**src/sv/gbp_pkg.sv**
```systemverilog
// Shared types and constants for the gshare branch predictor.
// No dependencies; the top level imports this package.
package gbp_pkg;

	localparam int unsigned IDX_W       = 10;
	localparam int unsigned CNT_W       = 2;
	localparam int unsigned TABLE_DEPTH = 1024;

	typedef logic [IDX_W-1:0] idx_t;
	typedef logic [CNT_W-1:0] cnt_t;

	localparam cnt_t CNT_RESET = 2'd1;
	localparam cnt_t CNT_MAX   = 2'd3;
	localparam cnt_t CNT_MIN   = 2'd0;

	localparam logic FUNC_PREDICT = 1'b0;
	localparam logic FUNC_UPDATE  = 1'b1;

endpackage

```
**src/sv/gbp_ram.sv**
```systemverilog
// Generic single-clock RAM: one write port, one read port with registered read data.
// A read at the address being written returns the old contents. No dependencies.
module gbp_ram #(
	parameter int unsigned WIDTH = 2,
	parameter int unsigned DEPTH = 1024
) (
	input  logic                     clk,
	input  logic                     we,
	input  logic [$clog2(DEPTH)-1:0] waddr,
	input  logic [WIDTH-1:0]         wdata,
	input  logic                     re,
	input  logic [$clog2(DEPTH)-1:0] raddr,
	output logic [WIDTH-1:0]         rdata
);

	logic [WIDTH-1:0] mem [DEPTH];

	always_ff @(posedge clk) begin
		if (we) begin
			mem[waddr] <= wdata;
		end
		if (re) begin
			rdata <= mem[raddr];
		end
	end

endmodule

```
**src/sv/gshare_branch_predictor_unit.sv**
```systemverilog
// Gshare predictor: 1024 two-bit counters indexed by pc XOR global history.
// Results pass through stage 1 and then the output registers; one item per cycle unless in_stall is high.
// The registered counter RAM read feeds the update stage, with a one-entry bypass
// for a write to the same index in the cycle of the read.
// After reset, a clearing pass writes every counter to weakly not taken while in_stall
// is held high. History resets to zero. Depends on gbp_pkg and gbp_ram.
module gshare_branch_predictor_unit #(
	parameter int unsigned HISTORY_BITS = 10
) (
	input  logic                clk,
	input  logic                arst_n,
	input  logic                in_valid,
	output logic                in_stall,
	input  logic                func,
	input  gbp_pkg::idx_t       pc,
	input  gbp_pkg::idx_t       index,
	input  logic                taken,
	output logic                out_valid,
	input  logic                out_stall,
	output gbp_pkg::idx_t       table_index,
	output gbp_pkg::cnt_t       counter_value,
	output logic                predict_taken
);

	import gbp_pkg::*;

	logic [HISTORY_BITS-1:0] hist_q;
	idx_t                    hist_lo;

	logic clr_busy_q;
	idx_t clr_cnt_q;

	logic valid_s1;
	logic func_s1;
	idx_t idx_s1;
	logic taken_s1;
	logic byp_s1;
	cnt_t byp_val_s1;

	logic in_accept;
	logic s1_adv;
	idx_t rd_addr;
	cnt_t rd_data;
	cnt_t cur_cnt;
	cnt_t new_cnt;
	cnt_t res_cnt;
	logic upd_we;
	logic ram_we;
	idx_t ram_waddr;
	cnt_t ram_wdata;

	// Only the low index bits of history enter the hash.
	generate
		if (HISTORY_BITS >= IDX_W) begin : g_hist_wide
			assign hist_lo = hist_q[IDX_W-1:0];
		end else begin : g_hist_narrow
			assign hist_lo = {{(IDX_W-HISTORY_BITS){1'b0}}, hist_q};
		end
	endgenerate

	assign s1_adv    = !out_valid || !out_stall;
	assign in_stall  = clr_busy_q || (valid_s1 && !s1_adv);
	assign in_accept = in_valid && !in_stall;
	assign rd_addr   = (func == FUNC_UPDATE) ? index : (hist_lo ^ pc);

	assign cur_cnt = byp_s1 ? byp_val_s1 : rd_data;

	always_comb begin
		if (taken_s1) begin
			new_cnt = (cur_cnt == CNT_MAX) ? CNT_MAX : cur_cnt + 2'd1;
		end else begin
			new_cnt = (cur_cnt == CNT_MIN) ? CNT_MIN : cur_cnt - 2'd1;
		end
	end

	assign res_cnt   = (func_s1 == FUNC_UPDATE) ? new_cnt : cur_cnt;
	assign upd_we    = valid_s1 && s1_adv && (func_s1 == FUNC_UPDATE);
	assign ram_we    = clr_busy_q || upd_we;
	assign ram_waddr = clr_busy_q ? clr_cnt_q : idx_s1;
	assign ram_wdata = clr_busy_q ? CNT_RESET : new_cnt;

	gbp_ram #(
		.WIDTH(CNT_W),
		.DEPTH(TABLE_DEPTH)
	) u_cnt_ram (
		.clk  (clk),
		.we   (ram_we),
		.waddr(ram_waddr),
		.wdata(ram_wdata),
		.re   (in_accept),
		.raddr(rd_addr),
		.rdata(rd_data)
	);

	always_ff @(posedge clk or negedge arst_n) begin
		if (!arst_n) begin
			clr_busy_q <= 1'b1;
			clr_cnt_q  <= '0;
			hist_q     <= '0;
			valid_s1   <= 1'b0;
			out_valid  <= 1'b0;
		end else begin
			if (clr_busy_q) begin
				clr_cnt_q <= clr_cnt_q + 1'b1;
				if (clr_cnt_q == idx_t'(TABLE_DEPTH - 1)) begin
					clr_busy_q <= 1'b0;
				end
			end

			// Shift history at accept so a following predict hashes with it.
			if (in_accept && func == FUNC_UPDATE) begin
				hist_q <= {hist_q[HISTORY_BITS-2:0], taken};
			end

			if (in_accept) begin
				valid_s1 <= 1'b1;
			end else if (s1_adv) begin
				valid_s1 <= 1'b0;
			end

			if (valid_s1 && s1_adv) begin
				out_valid <= 1'b1;
			end else if (!out_stall) begin
				out_valid <= 1'b0;
			end
		end
	end

	always_ff @(posedge clk) begin
		if (in_accept) begin
			func_s1    <= func;
			idx_s1     <= rd_addr;
			taken_s1   <= taken;
			// Read returns old data when the same entry is written this cycle.
			byp_s1     <= upd_we && (idx_s1 == rd_addr);
			byp_val_s1 <= new_cnt;
		end
		if (valid_s1 && s1_adv) begin
			table_index   <= idx_s1;
			counter_value <= res_cnt;
			predict_taken <= res_cnt[CNT_W-1];
		end
	end

endmodule

```
**config.mk**
```make
export PLATFORM = sky130hd
export DESIGN_NAME = gshare_branch_predictor_unit
export DESIGN_NICKNAME = d
export VERILOG_FILES = /design/src/sv/gbp_pkg.sv /design/src/sv/gbp_ram.sv /design/src/sv/gshare_branch_predictor_unit.sv
export SDC_FILE = /design/constraint.sdc
export NUM_CORES = 2
export LEC_CHECK = 0
export ABC_AREA = 1
export BUFFER_PORTS_ARGS = -buffer_cell sky130_fd_sc_hd__buf_4
export CELL_PAD_IN_SITES_DETAIL_PLACEMENT = 0
export CELL_PAD_IN_SITES_GLOBAL_PLACEMENT = 2
export CORE_ASPECT_RATIO = 0.75
export CORE_MARGIN = 2
export CORE_UTILIZATION = 39
export CTS_BUF_LIST = sky130_fd_sc_hd__clkbuf_4 sky130_fd_sc_hd__clkbuf_8 sky130_fd_sc_hd__clkbuf_16
export DETAILED_ROUTE_END_ITERATION = 10
export PLACE_DENSITY_LB_ADDON = 0.1
export SYNTH_ARGS = -nofsm -noshare
export SYNTH_HDL_FRONTEND = slang
export SYNTH_SLANG_ARGS = --single-unit
```
**constraint.sdc**
```tcl
create_clock -name clk -period 28.5 [get_ports clk]
set_clock_uncertainty 0.1 [all_clocks]
set_input_delay 2.85 -clock clk [delete_from_list [all_inputs] [get_ports clk]]
set_output_delay 2.85 -clock clk [all_outputs]
set_load 0.01 [all_outputs]
```
---- Word-level counts from Yosys, hierarchy flattened ----
Memory sizes are Yosys's and may differ from the RTL's. A register that Yosys moved wholly into a read port is not among the register bits.
Cells that the tools add are included.
operators by class
  bitwise operators ....................... 1
  magnitude comparators ................... 0
  shift-type cells ........................ 0
  add/sub/neg operators ................... 3
  equality and inequality tests ........... 4
  divide/modulo/power cells ............... 0
  mux-type cells .......................... 16
  reductions and logical operators ........ 15
  $mul .................................... 0
operator list
  cell                                                                     number
  10-bit 2-to-1 mux                                                        2
  2-bit 2-to-1 mux                                                         6
  10-bit by 1-bit adder with 10-bit output, second input constant          1
  10-bit equality test                                                     1
  10-bit equality test, second input constant                              1
  10-bit XOR                                                               1
  1-bit 2-to-1 mux                                                         8
  1-bit logical AND                                                        6
  1-bit zero test                                                          4
  1-bit logical OR                                                         3
  2-bit by 1-bit adder with 2-bit output, second input constant            1
  2-bit equality test, second input constant                               1
  2-bit zero test                                                          1
  2-bit by 1-bit inequality test with 1-bit output, second input constant  1
  2-bit nonzero test                                                       1
  2-bit by 1-bit subtractor with 2-bit output, second input constant       1
storage, ports and cells
  bits in latches ......................... 0
  input port bits ......................... 26
  memory bits (read-only) ................. 0
  flip-flop bits (word level) ............. 51
  memories kept ........................... 1
  bits in writable memories ............... 2048
memory list
  name           words  bits a word  rd ports  clocked after memory_dff  write ports  RTL line       source
  u_cnt_ram.mem  1024   2            1         1                         1            gbp_ram.sv:16  logic [WIDTH-1:0] mem [DEPTH];

---- Depth between registers and ports, before layout ----
  depth after elaboration ................. 8
  gate-level depth with buffers ........... 20
  depth with buffers taken out ............ 18

---- Hierarchy ----
A second synthesis with hierarchy kept.
unflattened totals
  cell total of the unflattened synthesis .. 8265
  area total of the unflattened synthesis .. 89503.3 um^2
modules (own cells, without submodules)
  module                        sequential area each (um^2)  area an instance (um^2)  times used  cells each
  gbp_ram                       61559.0                      86973.4                  1           7976
  gshare_branch_predictor_unit  1387.6                       2529.9                   1           289

---- Worst setup path before layout ----
No wires, ideal clock.
  path type ............................... reg-to-reg
  from .................................... reg byp_s1
  to ...................................... mem u_cnt_ram.mem[0][1] (data pin)
  arrival ................................. 24445 ps
  clock period less this slack ............ 29492 ps
  stages on the path, launching flop included .. 8
  slack ................................... -992 ps
  cell sequence ........................... edfxtp_1 > nand2_1 > o21ai_0 > inv_1 > nor2_1 > o21ai_0 > inv_1 > nor2_1
on the way
  cells in the longest elaborated chain, start to end .. 5
RTL lines
  element                                                              RTL line                                                                source
  start: declaration                                                   gshare_branch_predictor_unit.sv:37                                      logic byp_s1;
  start signal: assignment                                             gshare_branch_predictor_unit.sv:135                                     byp_s1 <= upd_we && (idx_s1 == rd_addr);
  2-bit 2-to-1 mux *                                                   gshare_branch_predictor_unit.sv:66                                      assign cur_cnt = byp_s1 ? byp_val_s1 : rd_data;
  2-bit by 1-bit subtractor with 2-bit output (tied with other cells)  gshare_branch_predictor_unit.sv:72                                      new_cnt = (cur_cnt == CNT_MIN) ? CNT_MIN : cur_cnt - 2'd1;
  2-bit 2-to-1 mux, on equally long branches                           gshare_branch_predictor_unit.sv:72, gshare_branch_predictor_unit.sv:70
  2-bit 2-to-1 mux *                                                   gshare_branch_predictor_unit.sv:69                                      if (taken_s1) begin
  net new_cnt[1]                                                       gshare_branch_predictor_unit.sv:45                                      cnt_t new_cnt;
  2-bit 2-to-1 mux *                                                   gshare_branch_predictor_unit.sv:80                                      assign ram_wdata = clr_busy_q ? CNT_RESET : new_cnt;
  net ram_wdata[1]                                                     gshare_branch_predictor_unit.sv:50                                      cnt_t ram_wdata;
  end: declaration                                                     gbp_ram.sv:16
Mark *: on every way through the listed nets, which the timed path passes. The rest lies on a longest branch.

---- Worst setup path after layout ----
  from .................................... in func
  to ...................................... reg u_cnt_ram.rdata[1] (read register of u_cnt_ram.mem) (data pin)
on the way
  cells in the longest elaborated chain, start to end .. 1
RTL lines
  element             RTL line                            source
  start: declaration  gshare_branch_predictor_unit.sv:14  input logic func,
  10-bit 2-to-1 mux   gshare_branch_predictor_unit.sv:64  assign rd_addr = (func == FUNC_UPDATE) ? index : (hist_lo ^ pc);
  end: declaration    gbp_ram.sv:13                       output logic [WIDTH-1:0] rdata
Every way passes these cells.
A chain may end at the register's enable or synchronous reset.

==> impl.org <==
** Drt
- After detailed routing, the number of remaining DRC violations is 0.
- Final antenna-violating net count :: 0
- In this run, the number of DRC markers left after iteration 0 of detailed routing was ~6,400.
- After detailed routing, the average wire length per cell comes to roughly 27 microns.
- Total via count in the routed design :: between 60,000 and 70,000
- Via density :: 5.42
- Routed Wire Length :: 319,000 microns
- Pre-antenna DRT Iters :: 6

** Die
- The floorplan step defined a die boundary enclosing 0.245 sq mm.
- Placement row count :: ~160
- Standard cell core area :: around 0.24 sq mm
- Ports placed on the boundary :: just over 40
- Starting utilization of the core area :: 39.3%
- From left edge to right edge, the die measures 570 microns.
- Die Y-Extent :: 429 microns

** Placed design
- At the end of routability-driven placement, the weighted congestion stood at ~0.78.
- Detailed placement finished with a half-perimeter wire length of 165,000 microns.
- The count of buffers added on input and output ports is 40.
- The placed instances occupy a cell area of 0.0967 sq mm.

** Cells and area
- Signed area change from the synthesized netlist to the final layout :: 10.7%
- The filler cells instantiated in the layout total 22,800.
- FF+latch area :: 0.0629 sq mm
- The final layout contains a little under 9,000 nets.
- Share of cells above drive strength 1 :: under 10%
- The multi-input combinational cells in the finished layout cover a total of 0.0250 sq mm.
- The finished cells cover 0.104 sq mm.

** Worst setup path
- Classification of the worst setup path :: in2reg
- Required time at the worst-slack endpoint :: 29.14 ns
- At the worst endpoint, the arrival time is 8.71 ns.
- Endpoint kind of the worst setup timing path :: flop
- CP max FO :: between 60 and 70
- Beginning of the worst register-to-register path :: hist_lo[1]
- Worst Setup Start Kind :: input port
- On the critical path, the stage with the largest delay is an instance of sky130_fd_sc_hd__buf_4.
- Top cell by count, worst path :: sky130_fd_sc_hd__nand3_1
- For this run, the slowest stage of the critical path takes 0.81 ns.
- Cell chain of the critical path :: buf_4, inv_2, buf_4, nor2_1, a21oi_4, buf_4, buf_4, buf_4, o211ai_1, nand3_1, nand3_1, nand3_1, nand3_1, nand3_1, nand3_1, nand3_1, nand3_1, nand2_1
- Worst setup path startpoint :: func

** Yosys
- Synthesis produced 8,929 cells.
- During synthesis, Yosys emitted a total of 0 warnings.
- Largest cells by area after synthesis :: sky130_fd_sc_hd__edfxtp_1, sky130_fd_sc_hd__nand2_1, sky130_fd_sc_hd__nand3_1
- Counting flops and latches in the post-synthesis netlist gives 2,100.
- Mean instance size in the synthesized netlist :: 10.5 sq um
- Leading area contributor after synthesis :: sky130_fd_sc_hd__edfxtp_1
- Yosys mapped the design onto 39 distinct sky130hd cell types.
- Netlist area before placement :: 0.0938 sq mm
- Part of the Yosys area used for sequential elements :: between 60% and 70%
- Proportion of netlist area held by the largest area contributor :: 66.5%
- When the netlist entered floorplanning its net count stood at 8,956.

** Clock tree
- The number of hold buffers added after CTS was 0.
- Post-CTS setup buffer count :: 0
- At the later pin of the worst-skew pair, clock insertion delay measures 0.91 ns.
- Clock root buffer :: sky130_fd_sc_hd__clkbuf_16
- After clock tree synthesis, the clock-pin slew on the worst setup and hold paths is 0.06 ns.
- Clock tree synthesis inserted a total of 222 buffers.
- CTS tree :: done
- Sink Count :: 2,100
- Clock Tree Buf Depth :: 4
- Post-CTS repair changed the size of 0 cells.
- CTS HTree Levels :: 4

** GRT
- The number of global-route vias before repair came to 62,800.
- Entering global routing, the biggest net connects 201 pins.
- The initial antenna violation count was 16.
- Global routing finished with a remaining overflow of 0.
- Overall global routing resource usage :: between 20% and 30%
- Global-route wire length before repair :: 455,000 microns

** Worst hold path
- The path class of the tightest hold or removal check is reg2reg.
- In this run the most critical hold path is launched from valid_s1.

** Power
- Power per cell area :: 73.3 mW/mm^2
- Combinational cells account for 14.9% of the total power.
- Switching share of power :: between 20% and 30%
- Power, Total :: 7.62 mW
- Summed over all nets, the switching power comes to 2.14 mW.
- Part of the total power dissipated in the clock network :: 38.1%
- The worst-case IR drop observed on VDD is about 57 uV.
- The internal portion of the total power is 5.48 mW.
- In this run the static leakage power is 37.4 nW.
- Sequential share of power :: 47.1%

** Timing
- Subtracting the final worst setup slack from the clock period gives 8.07 ns.
- Timing would allow up to 124 MHz.
- Number of endpoints with negative hold slack in the final report :: 0
- Setup repair after global routing missed its margin :: no
- Headroom to the max-slew limit came out at -0.648%.
- Part of the cycle the worst path needs :: 28.3%
- Setup violations remaining at the end of the flow were counted as 0.
- Adding up every negative setup slack in the final design gives 0 ns.
- Final Slew Violations :: 16
- Actual slew at the worst max-slew pin :: 1.51 ns

** Run status
- The run finished, with violations left.
- The final reports fail on slew limit.

** Run
- Max-cap violations in this run came to 0.
placed cells by master, fill, tap and decap left out, types with 54 or more instances in the layout:
master	netlist	final
sky130_fd_sc_hd__edfxtp_1	2077	2077
sky130_fd_sc_hd__nand2_1	1974	1954
sky130_fd_sc_hd__nand3_1	1429	1415
sky130_fd_sc_hd__nor2_1	1075	1069
sky130_fd_sc_hd__inv_1	848	847
sky130_fd_sc_hd__o211ai_1	372	372
sky130_fd_sc_hd__nand3b_1	340	340
sky130_fd_sc_hd__clkbuf_16	0	225
sky130_fd_sc_hd__buf_4	51	176
sky130_fd_sc_hd__clkinv_1	3	54
layer usage:
| metal | GRT usage [%] | wire (microns) | vias up |
|---|---|---|---|
| met5 | 0 | 0 | - |
| met4 | 5.63 | 6830 | 0 |
| met3 | 3.56 | 19200 | 377 |
| met2 | 41.3 | 147000 | 1922 |
| met1 | 37.2 | 146000 | 32800 |
| li1 | - | - | 29800 |
worst paths after layout:
kind / endpoint / slack, ns / cells after the start
max: u_cnt_ram.rdata[1] / 20.43 / 18
min: out_valid / 0.34 / 2
max reg2reg: u_cnt_ram.rdata[1] / 22.49 / 17
min reg2reg: out_valid / 0.34 / 2
max in group asynchronous: clr_busy_q / 26.21 / 1
min in group asynchronous: hist_lo[9] / 1.76 / 1
power groups by stage:
stage	registers, mW	clock network [mW]	logic [mW]
2_1_floorplan	3.77	0	0.655
3_3_place_gp	3.65	0	1.14
3_5_place_dp	3.65	0	1.14
4_1_cts	3.59	2.95	1.14
5_1_grt	3.58	3.07	1.23
6_report	3.59	2.90	1.13
worst max-delay path: cells and delay by family:
kind,cells,cell delay [ns]
AOI/OAI and AO/OA,2,0.84
and+or+nand+nor,10,1.94
buffers and inverters,6,2.82
flip-flops by register name (all words and copies together) (netlist names), 2 cells and up:
| signal | cells |
|---|---|
| hist_lo | 10 |
| u_cnt_ram.mem | 2048 |
| clr_cnt_q | 10 |
| counter_value | 2 |
| idx_s1 | 10 |
| table_index | 10 |
| u_cnt_ram.rdata | 2 |
| byp_val_s1 | 2 |
per-stage QoR:
stage	hold WS, ns	std cells	utilization, %	worst slack [ns]
after floorplan	0.333	8929	-	10.07
after global placement	0.344	11600	40.5	19.63
after detailed placement	0.348	11600	40.5	19.60
after CTS	0.335	12000	43.5	20.54
after global routing	0.367	12000	43.5	20.27
final	0.336	12000	43.5	20.43
layout make-up:
| type | count | share of cell area (%) |
|---|---|---|
| inverter | 855 | 3.11 |
| clock buffer | 277 | 5.83 |
| sequential | 2100 | 60.6 |
| multi-input combinational | 5288 | 24.1 |
| tap | 3140 | 3.78 |
| clock inverter | 122 | 1.01 |
| antenna | 3 | 0.00723 |
| timing repair buffer | 190 | 1.54 |
Yosys cell counts, drive strengths merged:
master / instances
a211o: 1
a21oi: 6
a22o: 1
buf: 344
clkbuf: 342
clkinv: 3
dfrtp: 22
dfstp: 1
edfxtp: 2077
ha: 1
inv: 852
mux2: 1
nand2: 1976
nand3: 1430
nand3b: 340
nand4: 1
nor2: 1075
nor3: 15
nor4: 1
o211ai: 372
o21a: 11
o21ai: 26
o221ai: 1
o22ai: 2
o31ai: 1
or2: 7
or4: 1
xnor2: 10
xor2: 9
logic make-up (layout without fill, tap and decap cells):
kind of cell / count (synthesis) / after routing / share of synthesized area [%]
AND/OR/NAND/NOR: 4846 / 4846 / 22.7
flip-flops: 2100 / 2100 / 67.1
buffers and inverters: 1541 / 1444 / 6.69
AO/OA/AOI/OAI: 421 / 421 / 3.29
XOR/XNOR: 19 / 19 / 0.177
adder cells (fa/ha/maj): 1 / 1 / 0.0133
multiplexers: 1 / 1 / 0.0120
other: 0 / 3 / 0
(Power assumes the default switching activity.)
